## config.mk

```make
export PLATFORM = sky130hd
export DESIGN_NAME = bus_frame_receiver_xor_check_unit
export DESIGN_NICKNAME = d
export VERILOG_FILES = /design/src/design/bfrxc_pkg.sv /design/src/design/bfrxc_front.sv /design/src/design/bfrxc_queue.sv /design/src/design/bfrxc_back.sv /design/src/design/bus_frame_receiver_xor_check_unit.sv
export SDC_FILE = /design/constraint.sdc
export NUM_CORES = 2
export LEC_CHECK = 0
export ABC_AREA = 1
export ABC_CLOCK_PERIOD_IN_PS = 12700
export BUFFER_PORTS_ARGS = -buffer_cell sky130_fd_sc_hd__buf_2
export CORE_MARGIN = 1
export CORE_UTILIZATION = 59
export DETAILED_ROUTE_END_ITERATION = 8
export PLACE_DENSITY_LB_ADDON = 0.15
export SLEW_MARGIN = 15
export SYNTH_ARGS = -nofsm -noshare
export SYNTH_HDL_FRONTEND = slang
export SYNTH_SLANG_ARGS = --single-unit
export TNS_END_PERCENT = 5
```

## constraint.sdc

```tcl
create_clock -name clk -period 12.7 [get_ports clk]
set_input_delay 3.175 -clock clk [delete_from_list [all_inputs] [get_ports clk]]
set_output_delay 3.175 -clock clk [all_outputs]
set_load 0.03 [all_outputs]
```

## src/design/bfrxc_pkg.sv

```systemverilog
`timescale 1ns / 1ps
// Shared types and constants of the bus frame receiver with XOR check.
// Used by every module of the block; depends on nothing.
package bfrxc_pkg;

  localparam int STORE_DEPTH_DEF = 256;
  localparam logic [7:0] IDLE_TIMEOUT_RST = 8'd8;
  localparam int MIN_FRAME_CNT = 4;

  // Action codes of an input word
  localparam logic [1:0] ACT_BYTE = 2'd0;
  localparam logic [1:0] ACT_TICK = 2'd1;
  localparam logic [1:0] ACT_SENT = 2'd2;
  localparam logic [1:0] ACT_READ = 2'd3;

  typedef enum logic [1:0] {
    OP_BYTE,
    OP_TICK,
    OP_ECHO,
    OP_READ
  } op_t;

  typedef enum logic [2:0] {
    EV_NONE     = 3'd0,
    EV_VALID    = 3'd1,
    EV_BAD_SUM  = 3'd2,
    EV_TIMEOUT  = 3'd3,
    EV_OVERFLOW = 3'd4,
    EV_ECHO     = 3'd5,
    EV_READ     = 3'd6
  } event_t;

  typedef struct packed {
    logic [1:0] action;
    logic [7:0] data_byte;
    logic [8:0] echo_count;
    logic [7:0] read_index;
  } in_word_t;

  typedef struct packed {
    logic [2:0] event_res;
    logic       frame_ready;
    logic [7:0] byte_count;
    logic [7:0] read_byte;
  } out_word_t;

  // Classified word as it sits in the queue
  typedef struct packed {
    op_t        op;
    logic [8:0] arg;
    logic       oob;
  } q_entry_t;

  typedef struct packed {
    logic     valid;
    q_entry_t entry;
  } q_head_t;

endpackage

```

## src/design/bfrxc_front.sv

```systemverilog
`timescale 1ns / 1ps
// Front end: accepts input words and classifies them into queue entries.
// Depends on bfrxc_pkg.
module bfrxc_front import bfrxc_pkg::*; #(
  parameter int STORE_DEPTH = STORE_DEPTH_DEF
) (
  input  logic     in_valid,
  output logic     in_stall,
  input  in_word_t in_word,
  input  logic     q_full,
  output logic     push,
  output q_entry_t entry
);

  assign in_stall = q_full;
  assign push     = in_valid && !q_full;

  always_comb begin
    entry.arg = 9'd0;
    entry.oob = 1'b0;
    unique case (in_word.action)
      ACT_BYTE: begin
        entry.op  = OP_BYTE;
        entry.arg = {1'b0, in_word.data_byte};
      end
      ACT_TICK: begin
        entry.op = OP_TICK;
      end
      ACT_SENT: begin
        entry.op  = OP_ECHO;
        entry.arg = in_word.echo_count;
      end
      ACT_READ: begin
        entry.op  = OP_READ;
        entry.arg = {1'b0, in_word.read_index};
        // flag indexes past the end of the store: they read as zero
        entry.oob = {1'b0, in_word.read_index} >= 9'(STORE_DEPTH);
      end
      default: begin
        entry.op = OP_TICK;
      end
    endcase
  end

endmodule

```

## src/design/bfrxc_queue.sv

```systemverilog
`timescale 1ns / 1ps
// Two-entry queue between front end and back end.
// Depends on bfrxc_pkg.
module bfrxc_queue import bfrxc_pkg::*; (
  input  logic     clk,
  input  logic     rst_n,
  input  logic     push,
  input  q_entry_t push_entry,
  output logic     full,
  input  logic     pop,
  output q_head_t  head
);

  q_entry_t   slot_r [2];
  logic       wr_ptr_r, wr_ptr_nxt;
  logic       rd_ptr_r, rd_ptr_nxt;
  logic [1:0] fill_r, fill_nxt;

  assign full       = fill_r == 2'd2;
  assign head.valid = fill_r != 2'd0;
  assign head.entry = slot_r[rd_ptr_r];

  always_comb begin
    wr_ptr_nxt = push ? !wr_ptr_r : wr_ptr_r;
    rd_ptr_nxt = pop ? !rd_ptr_r : rd_ptr_r;
    fill_nxt   = fill_r + {1'b0, push} - {1'b0, pop};
  end

  always_ff @(posedge clk) begin
    if (!rst_n) begin
      wr_ptr_r <= 1'b0;
      rd_ptr_r <= 1'b0;
      fill_r   <= 2'd0;
    end else begin
      wr_ptr_r <= wr_ptr_nxt;
      rd_ptr_r <= rd_ptr_nxt;
      fill_r   <= fill_nxt;
    end
  end

  always_ff @(posedge clk) begin
    if (push) begin
      slot_r[wr_ptr_r] <= push_entry;
    end
  end

`ifndef SYNTHESIS
  a_no_overfill: assert property (@(posedge clk) disable iff (!rst_n)
    fill_r != 2'd3)
    else $error("queue fill beyond two entries");
  a_no_push_full: assert property (@(posedge clk) disable iff (!rst_n)
    full |-> !push)
    else $error("push into full queue");
  a_no_pop_empty: assert property (@(posedge clk) disable iff (!rst_n)
    pop |-> head.valid)
    else $error("pop from empty queue");
`endif

endmodule

```

## src/design/bfrxc_back.sv

```systemverilog
`timescale 1ns / 1ps
// Back end: frame state, frame store memory, timeout register and result register.
// Depends on bfrxc_pkg.
module bfrxc_back import bfrxc_pkg::*; #(
  parameter int STORE_DEPTH = STORE_DEPTH_DEF
) (
  input  logic       clk,
  input  logic       rst_n,
  input  q_head_t    head,
  output logic       pop,
  input  logic       cfg_we,
  input  logic [7:0] cfg_wdata,
  output logic       out_valid,
  input  logic       out_stall,
  output out_word_t  out_word
);

  localparam int AW = $clog2(STORE_DEPTH);
  localparam logic [AW-1:0] FULL_CNT = AW'(STORE_DEPTH - 1);
  localparam logic [AW-1:0] MIN_CNT  = AW'(MIN_FRAME_CNT);

  logic [7:0] mem [STORE_DEPTH];

  logic [AW-1:0] cnt_r, cnt_nxt;
  logic [7:0]    xor_r, xor_nxt;
  logic          held_r, held_nxt;
  logic [7:0]    idle_r, idle_nxt;
  logic [8:0]    echo_r, echo_nxt;
  logic [7:0]    len_r, len_nxt;
  logic [7:0]    timeout_r;

  logic          out_valid_r, out_valid_nxt;
  event_t        out_ev_r, ev;
  logic          out_ready_r;
  logic [AW-1:0] out_cnt_r;
  logic          out_rd_r;
  logic [7:0]    rdata_r;

  logic [7:0]    idle_pre;
  logic [AW-1:0] pc_cnt;
  logic [7:0]    pc_xor;
  logic          pc_held;
  event_t        pc_ev;
  logic          we;
  logic          re;
  logic [AW-1:0] waddr;

  assign pop = head.valid && (!out_valid_r || !out_stall);

  // Housekeeping ahead of a byte or tick: release, overflow, timeout
  always_comb begin
    idle_pre = idle_r;
    if (head.entry.op == OP_TICK && idle_r != 8'hFF) begin
      idle_pre = idle_r + 8'd1;
    end
    pc_cnt  = cnt_r;
    pc_xor  = xor_r;
    pc_held = held_r;
    pc_ev   = EV_NONE;
    if (held_r) begin
      pc_cnt  = '0;
      pc_xor  = 8'd0;
      pc_held = 1'b0;
    end
    if (pc_cnt >= FULL_CNT) begin
      pc_cnt  = '0;
      pc_xor  = 8'd0;
      pc_held = 1'b0;
      pc_ev   = EV_OVERFLOW;
    end
    if (pc_cnt != '0 && idle_pre >= timeout_r) begin
      pc_cnt  = '0;
      pc_xor  = 8'd0;
      pc_held = 1'b0;
      pc_ev   = EV_TIMEOUT;
    end
  end

  always_comb begin
    cnt_nxt  = cnt_r;
    xor_nxt  = xor_r;
    held_nxt = held_r;
    idle_nxt = idle_r;
    echo_nxt = echo_r;
    len_nxt  = len_r;
    ev       = EV_NONE;
    we       = 1'b0;
    re       = 1'b0;
    waddr    = pc_cnt;
    if (pop) begin
      unique case (head.entry.op)
        OP_BYTE: begin
          cnt_nxt  = pc_cnt;
          xor_nxt  = pc_xor;
          held_nxt = pc_held;
          ev       = pc_ev;
          if (echo_r != 9'd0) begin
            echo_nxt = echo_r - 9'd1;
            ev       = EV_ECHO;
          end else begin
            we      = 1'b1;
            cnt_nxt = pc_cnt + AW'(1);
            xor_nxt = pc_xor ^ head.entry.arg[7:0];
            if (pc_cnt == AW'(1)) begin
              len_nxt = head.entry.arg[7:0];
            end
          end
          idle_nxt = 8'd0;
          // frame complete: keep it if the XOR closes to zero, else drop
          if (cnt_nxt > MIN_CNT && ({1'b0, len_r} + 9'd2) == 9'(cnt_nxt)) begin
            if (xor_nxt == 8'd0) begin
              held_nxt = 1'b1;
              ev       = EV_VALID;
            end else begin
              cnt_nxt  = '0;
              xor_nxt  = 8'd0;
              held_nxt = 1'b0;
              ev       = EV_BAD_SUM;
            end
          end
        end
        OP_TICK: begin
          idle_nxt = idle_pre;
          cnt_nxt  = pc_cnt;
          xor_nxt  = pc_xor;
          held_nxt = pc_held;
          ev       = pc_ev;
        end
        OP_ECHO: begin
          echo_nxt = head.entry.arg;
        end
        OP_READ: begin
          re = !head.entry.oob;
          ev = EV_READ;
        end
        default: begin
          ev = EV_NONE;
        end
      endcase
    end
  end

  always_comb begin
    if (pop) begin
      out_valid_nxt = 1'b1;
    end else begin
      out_valid_nxt = out_valid_r && out_stall;
    end
  end

  always_ff @(posedge clk) begin
    if (!rst_n) begin
      cnt_r       <= '0;
      xor_r       <= 8'd0;
      held_r      <= 1'b0;
      idle_r      <= 8'd0;
      echo_r      <= 9'd0;
      timeout_r   <= IDLE_TIMEOUT_RST;
      out_valid_r <= 1'b0;
    end else begin
      cnt_r       <= cnt_nxt;
      xor_r       <= xor_nxt;
      held_r      <= held_nxt;
      idle_r      <= idle_nxt;
      echo_r      <= echo_nxt;
      out_valid_r <= out_valid_nxt;
      if (cfg_we) begin
        timeout_r <= cfg_wdata;
      end
    end
  end

  // Payload registers: loaded with each executed word
  always_ff @(posedge clk) begin
    len_r <= len_nxt;
    if (pop) begin
      out_ev_r    <= ev;
      out_ready_r <= held_nxt;
      out_cnt_r   <= cnt_nxt;
      out_rd_r    <= re;
    end
  end

  always_ff @(posedge clk) begin
    if (we) begin
      mem[waddr] <= head.entry.arg[7:0];
    end
  end

  always_ff @(posedge clk) begin
    if (re) begin
      rdata_r <= mem[head.entry.arg[AW-1:0]];
    end
  end

  assign out_valid            = out_valid_r;
  assign out_word.event_res   = out_ev_r;
  assign out_word.frame_ready = out_ready_r;
  assign out_word.byte_count  = 8'(out_cnt_r);
  assign out_word.read_byte   = out_rd_r ? rdata_r : 8'd0;

`ifndef SYNTHESIS
  a_cnt_bound: assert property (@(posedge clk) disable iff (!rst_n)
    cnt_r <= FULL_CNT)
    else $error("stored count past end of store");
  a_held_sum: assert property (@(posedge clk) disable iff (!rst_n)
    held_r |-> (xor_r == 8'd0 && cnt_r > MIN_CNT))
    else $error("held frame with nonzero checksum or short length");
  a_pop_room: assert property (@(posedge clk) disable iff (!rst_n)
    pop |=> out_valid_r)
    else $error("executed word lost its result");
  a_idle_reset: assert property (@(posedge clk) disable iff (!rst_n)
    (pop && head.entry.op == OP_BYTE) |=> idle_r == 8'd0)
    else $error("idle count not restarted by a byte");
`endif

endmodule

```

## src/design/bus_frame_receiver_xor_check_unit.sv

```systemverilog
`timescale 1ns / 1ps
// Bus frame receiver with XOR checksum: top level.
// Depends on bfrxc_pkg, bfrxc_front, bfrxc_queue and bfrxc_back.
//
// Usage:
//   in_valid / in_stall / in_word carry one word per event: a received bus
//   byte, a one-millisecond tick, an own-frame-sent notice (echo count) or a
//   store read. A word is taken on a rising edge with in_valid high and
//   in_stall low. Every word yields exactly one result word on out_valid /
//   out_stall / out_word: event code, frame-ready flag, byte count and the
//   read byte.
//   cfg_we / cfg_wdata write the idle timeout in ticks (reset value 8); write
//   it only while no word is in flight.
// Timing: an accepted word passes through the queue and is executed into the
//   output register, which raises out_valid. One word per cycle is sustained
//   while out_stall stays low (running XOR, one store write port and one read port).
// Reset (rst_n low, synchronous) empties the queue and output register and
//   clears count, XOR, held flag, idle and echo counters. The frame store
//   itself is not cleared; read only positions written since reset.
// Stall: while out_stall is high and a result is waiting, the result holds,
//   execution pauses, the two-entry queue fills and then in_stall rises.
module bus_frame_receiver_xor_check_unit import bfrxc_pkg::*; #(
  parameter int STORE_DEPTH = STORE_DEPTH_DEF
) (
  input  logic       clk,
  input  logic       rst_n,
  input  logic       in_valid,
  output logic       in_stall,
  input  in_word_t   in_word,
  output logic       out_valid,
  input  logic       out_stall,
  output out_word_t  out_word,
  input  logic       cfg_we,
  input  logic [7:0] cfg_wdata
);

  logic     q_full;
  logic     push;
  q_entry_t entry;
  logic     pop;
  q_head_t  head;

  // Classify the incoming word
  bfrxc_front #(
    .STORE_DEPTH(STORE_DEPTH)
  ) u_front (
    .in_valid (in_valid),
    .in_stall (in_stall),
    .in_word  (in_word),
    .q_full   (q_full),
    .push     (push),
    .entry    (entry)
  );

  // Decouple acceptance from execution
  bfrxc_queue u_queue (
    .clk        (clk),
    .rst_n      (rst_n),
    .push       (push),
    .push_entry (entry),
    .full       (q_full),
    .pop        (pop),
    .head       (head)
  );

  // Execute against frame state and store, register the result
  bfrxc_back #(
    .STORE_DEPTH(STORE_DEPTH)
  ) u_back (
    .clk       (clk),
    .rst_n     (rst_n),
    .head      (head),
    .pop       (pop),
    .cfg_we    (cfg_we),
    .cfg_wdata (cfg_wdata),
    .out_valid (out_valid),
    .out_stall (out_stall),
    .out_word  (out_word)
  );

endmodule

```

* Word-level counts from Yosys, hierarchy flattened
Memories as Yosys holds them, arrays and structs flattened. A register that Yosys moved wholly into a read port is not among the register bits.
Index checks and enable logic that the tools add are counted.
** Storage, ports and cells
- Memory bits (writable) :: 2070
- Output and inout bits :: 22
- Logic and storage cells :: 111
- Flip-flop bits (word level) :: 68
- Memories kept :: 2
- Input port bits :: 40
** Memory list
- u_back.mem :: depth 256, bits a word 8, rd ports 1, clocked after memory_dff 1, wr ports 1, RTL line bfrxc_back.sv:22 : logic [7:0] mem [STORE_DEPTH];
- u_queue.slot_r :: depth 2, bits a word 11, rd ports 1, clocked after memory_dff 1, wr ports 1, RTL line bfrxc_queue.sv:14 : q_entry_t slot_r [2];
** Operators by class
- Reductions and logical operators :: 24
- $add $sub $neg :: 6
- Equality and inequality tests :: 11
- Muxes and demuxes :: 48
- Bitwise logic cells :: 2
- $lt $le $gt $ge :: 3
** Operator list (number)
- $mux W8 :: 19
- $pmux W8 S2 :: 3
- $pmux W9 S3 :: 1
- $pmux W9 S2 :: 1
- $add A8 B1 Y8 const B :: 2
- $mux W1 :: 15
- $mux W3 :: 4
- $eq A2 B2 Y1 const B :: 5
- $add A8 B2 Y9 const B :: 1
- $eq A9 B8 Y1 :: 1
- $mux W9 :: 1
- $pmux W3 S3 :: 1
- $reduce_bool A9 Y1 :: 1
- $sub A9 B1 Y9 const B :: 1
- $eq A8 B1 Y1 const B :: 1
- $ge A8 B8 Y1 :: 1
- $ge A8 B8 Y1 const B :: 1
- $gt A8 B3 Y1 const B :: 1
- $logic_not A8 Y1 :: 1
- $ne A8 B8 Y1 const B :: 1
- $pmux W2 S4 :: 1
- $reduce_bool A8 Y1 :: 1
- $xor A8 B8 Y8 :: 1
- $logic_and A1 B1 Y1 :: 6
- 15 further kinds :: 23

* Depth between registers and ports, before layout
- Depth after elaboration :: 15
- Depth in mapped cells :: 34
- Gate-level depth less buffers :: 33

* Hierarchy
Synthesis repeated with hierarchy kept, for this count alone.
** Unflattened totals
- Cells, all modules :: 6974
- Area, all modules :: 86599.3 um2
** By module, submodules not included
- bfrxc_back :: area an instance 85142.9 um2, cells each 6859, instances 1
- bfrxc_queue :: area an instance 1129.8 um2, cells each 70, instances 1
- bfrxc_front :: area an instance 326.6 um2, cells each 45, instances 1

* Worst setup path before layout
OpenSTA, ideal clock, no wires.
- Path type :: register to register
- Start :: register with a tool-made name
- End :: register u_back.rdata_r[3] (read register of u_back.mem) (data pin)
- Data arrival time :: 6766 ps
- Required time :: 12545 ps
- Slack :: 5779 ps
- Cell stages (with the launch flop) :: 14
- Library setup time :: 155 ps
- Path buffers :: 3
- Path through :: dfxtp_1 buf_2 o21ai_2 inv_2 clkbuf_1 clkbuf_1 o21ai_0 o221ai_1 o211ai_1 nand3_1 nand3_1 nand3_1 nand3_1 nand2_1
** RTL lines
- to (decl) :: RTL line bfrxc_back.sv:37 : logic [7:0] rdata_r;

==> results.sh <==
export IMPL_status="finished, violations left"
export IMPL_violations="DRC"
export IMPL_die_w_um=384
export IMPL_cts_hold_fix_buffers=0
export IMPL_totalWireLength_um=226000
export IMPL_synthToLayoutAreaGrowth_pct=9.81
export IMPL_core_area_mm2=0.144
export IMPL_crit_arrival_ns=7.91
export IMPL_antenna_found_initial=7
export IMPL_dr_pass1_iters=8
export IMPL_drive_gt1_share_pct=7.35
export IMPL_hpwl_um=130000
export IMPL_final_cells=8542
export IMPL_final_common_cell="edfxtp_1"
export IMPL_ys_seq_area_share_pct=74.5
export IMPL_hold_path_class="flop to flop"
export IMPL_io_buffers=61
export IMPL_cellPowerDensity_mw_per_mm2=229
export IMPL_postRouteAntennaNets=0
export IMPL_cp_max_fo=25
export IMPL_design_area_mm2=0.0943
export IMPL_cap_violations=0
export IMPL_p_switching_mw=7.75
export IMPL_crit_end="u_back.mem[221][4]$_DFFE_PP_"
export IMPL_std_cell_rows=139
export IMPL_post_dp_cell_area_mm2=0.0876
export IMPL_start_kind="flop"
export IMPL_setup_viol_count_final=0
export IMPL_grt_overflow_total=0
export IMPL_layout_min_cycle_time_ns=7.47
export IMPL_syn_inst=6616
export IMPL_clockRootBuffer="clkbuf_16"
export IMPL_synth_edf_count=2099
export IMPL_die_h_um=384
export IMPL_numCtsBuffers=205
export IMPL_clkLatencyLatePin_ns=0.82
export IMPL_place_congestion=0.910
export IMPL_ir_drop_v=0.000221
export IMPL_fin_tns_setup_ns=0
export IMPL_max_clock_freq_mhz=134
export IMPL_end_kind="flop"
export IMPL_wl_per_cell_um=26.5
export IMPL_drtIter0Drc=8235
export IMPL_synth_cell_type_count=42
export IMPL_r2r_slack_ns=5.23
export IMPL_switching_share_pct=35.9
export IMPL_final_cell_mix="edfxtp_1, nor2_1, o21ai_0"
export IMPL_rsz0062_at_grt="false"
export IMPL_htree_levels=4
export IMPL_hold_slack_ns=0.455
export IMPL_netlist_area_mm2=0.0859
export IMPL_fill_cells=10500
export IMPL_power_leakage_nw=29.5
export IMPL_via_count=56200
export IMPL_dieArea_mm2=0.147
export IMPL_ys_warn_count=0
export IMPL_p_comb_share_pct=30.9
export IMPL_cp_data_required_time_ns=13.13
export IMPL_initial_core_util_pct=59.6
export IMPL_rr_endpoint="u_back.mem[221][4]$_DFFE_PP_"
export IMPL_final_util_pct=65.5
export IMPL_grt_max_degree=220
export IMPL_nNetsFinal=6523
export IMPL_synthArstFlopShare_pct=0
export IMPL_grt_pass1_wl_um=333000
export IMPL_p_clk_share_pct=28.3
export IMPL_postCtsResizedCells=0
export IMPL_cts_tree="done"
export IMPL_cts_sinks=2147
export IMPL_grt_util_all_layers_pct=30.5
export IMPL_place_inst=8164
export IMPL_fin_skew_ns=0.0265
export IMPL_power_internal_mw=13.8
export IMPL_ios=62
export IMPL_post_route_period_util_pct=58.9
export IMPL_cts_setup_buffers=0
export IMPL_vias_per_cell=6.58
export IMPL_report_final_hold_viol_count=0
export IMPL_avgSynthCellArea_um2=13.0
export IMPL_slew_headroom_pct=20.4
export IMPL_slew_viol_final=0
export IMPL_ys_ff_latch=2147
export IMPL_synth_ff_type="edfxtp_1"
export IMPL_worst_slew_pin_slew_ns=1.19
export IMPL_pwr_share_seq_pct=40.8
export IMPL_crit_type="flop to flop"
export IMPL_r2r_cells=20
export IMPL_cts_path_max_buffers=3
export IMPL_clkTransAtPathRegs_ns=0.06
export IMPL_drc=6
export IMPL_grt_pass1_vias=53100
cells by family after synthesis:
| logic type | count (synthesis) | share of synthesized area [%] |
|---|---|---|
| compound gates | 1885 | 13.3 |
| xor+xnor | 22 | 0.224 |
| fa+ha+maj | 15 | 0.218 |
| buf+inv | 621 | 2.76 |
| flops | 2147 | 74.5 |
| other cells | 1 | 0.00437 |
| simple gates | 1925 | 9.02 |
area by class of cell:
class / count / area [µm²] / share of cell area, %
clock inverter: 119 / 1210 / 1.29
clock buffer: 257 / 5510 / 5.84
inverter: 122 / 518 / 0.549
timing repair buffer: 137 / 1040 / 1.10
antenna: 2 / 5.00 / 0.00531
multi-input combinational: 3855 / 19700 / 20.9
tap: 1903 / 2380 / 2.52
sequential: 2147 / 64000 / 67.8
registers in the layout, indices dropped and copies added (netlist names), 3 cells and up, named ones only:
name	count
u_back.timeout_r	8
u_back.rdata_r	8
u_back.xor_r	8
u_back.out_ev_r	3
u_back.len_r	8
u_back.echo_r	9
u_back.out_cnt_r	8
u_back.cnt_r	8
u_back.mem	2048
u_back.idle_r	8
u_queue.slot_r	22
power groups by stage:
stage	registers, mW	logic [mW]	clock network (mW)
final	8.79	6.66	6.11
after global routing	8.80	7.12	6.42
after CTS	8.79	6.55	6.16
after detailed placement	8.94	6.53	0
after global placement	8.94	6.48	0
after floorplan	9.23	4.06	0
worst min-delay path by stage:
stage / slack [ns] / cells past startpoint / start / end
3_3_place_gp: 0.44 / 1 / u_queue.rd_ptr_r$_SDFFE_PN0P_ / u_queue.rd_ptr_r$_SDFFE_PN0P_
2_1_floorplan: 0.43 / 1 / u_queue.rd_ptr_r$_SDFFE_PN0P_ / flop
5_1_grt: 0.49 / 1 / u_queue.rd_ptr_r$_SDFFE_PN0P_ / flop
3_5_place_dp: 0.45 / 1 / u_queue.rd_ptr_r$_SDFFE_PN0P_ / u_queue.rd_ptr_r$_SDFFE_PN0P_
6_report: 0.45 / 1 / u_queue.rd_ptr_r$_SDFFE_PN0P_ / flop
4_1_cts: 0.44 / 1 / u_queue.rd_ptr_r$_SDFFE_PN0P_ / flop
worst max-delay path, stage by stage (launching register included):
cell and delay (ns):
dfxtp_1 0.85, inv_2 0.17, or2_1 0.25, o21ai_1 0.13
inv_1 0.15, nor2_1 0.41, inv_1 0.34, a21oi_2 0.33
inv_1 0.14, nor3_1 0.21, xor2_1 0.13, ha_1 0.19
a21oi_1 0.14, nor2_1 0.07, nor3_1 0.16, nand2_1 0.14
o21ai_4 0.28, nand2_1 0.28, nor2_1 0.91, nand2_1 0.89
nor2_1 0.86
cell usage after synthesis, types with 3 or more instances:
cell / number / area share (%)
o22ai_1: 232 / 1.7
clkbuf_1: 469 / 2.0
xor2_1: 20 / 0.20
buf_6: 3 / 0.039
nor2_2: 6 / 0.044
dfxtp_1: 48 / 1.1
nand3_1: 321 / 1.9
o211ai_1: 225 / 2.0
nor2_1: 1352 / 5.9
o221ai_1: 288 / 2.9
o21ai_0: 1055 / 6.1
buf_1: 20 / 0.087
inv_1: 113 / 0.49
nand3b_1: 3 / 0.026
o21ai_2: 3 / 0.031
a31oi_1: 4 / 0.029
nor3_1: 4 / 0.023
inv_2: 7 / 0.031
a21oi_1: 48 / 0.28
edfxtp_1: 2099 / 73
nand2_2: 3 / 0.022
nand4_1: 6 / 0.044
or2_2: 9 / 0.066
buf_2: 5 / 0.029
o21ai_1: 25 / 0.15
ha_1: 15 / 0.22
nand2_1: 213 / 0.93
stage by stage:
step	power (mW)	setup WS (ns)
floorplan	13.3	5.78
global route	22.3	4.79
CTS	21.5	5.32
finish	21.6	5.23
global placement	15.4	5.18
detailed placement	15.5	5.02
metal layers:
metal,global-route usage [%],vias up,share of wire [%]
met3,5.33,474,10
met1,44.3,27500,40
met2,46.4,3565,46
li1,-,24600,-
met4,11.4,6,3.7
met5,0,-,0.021
No activity file was read; power rests on OpenSTA's default activity.
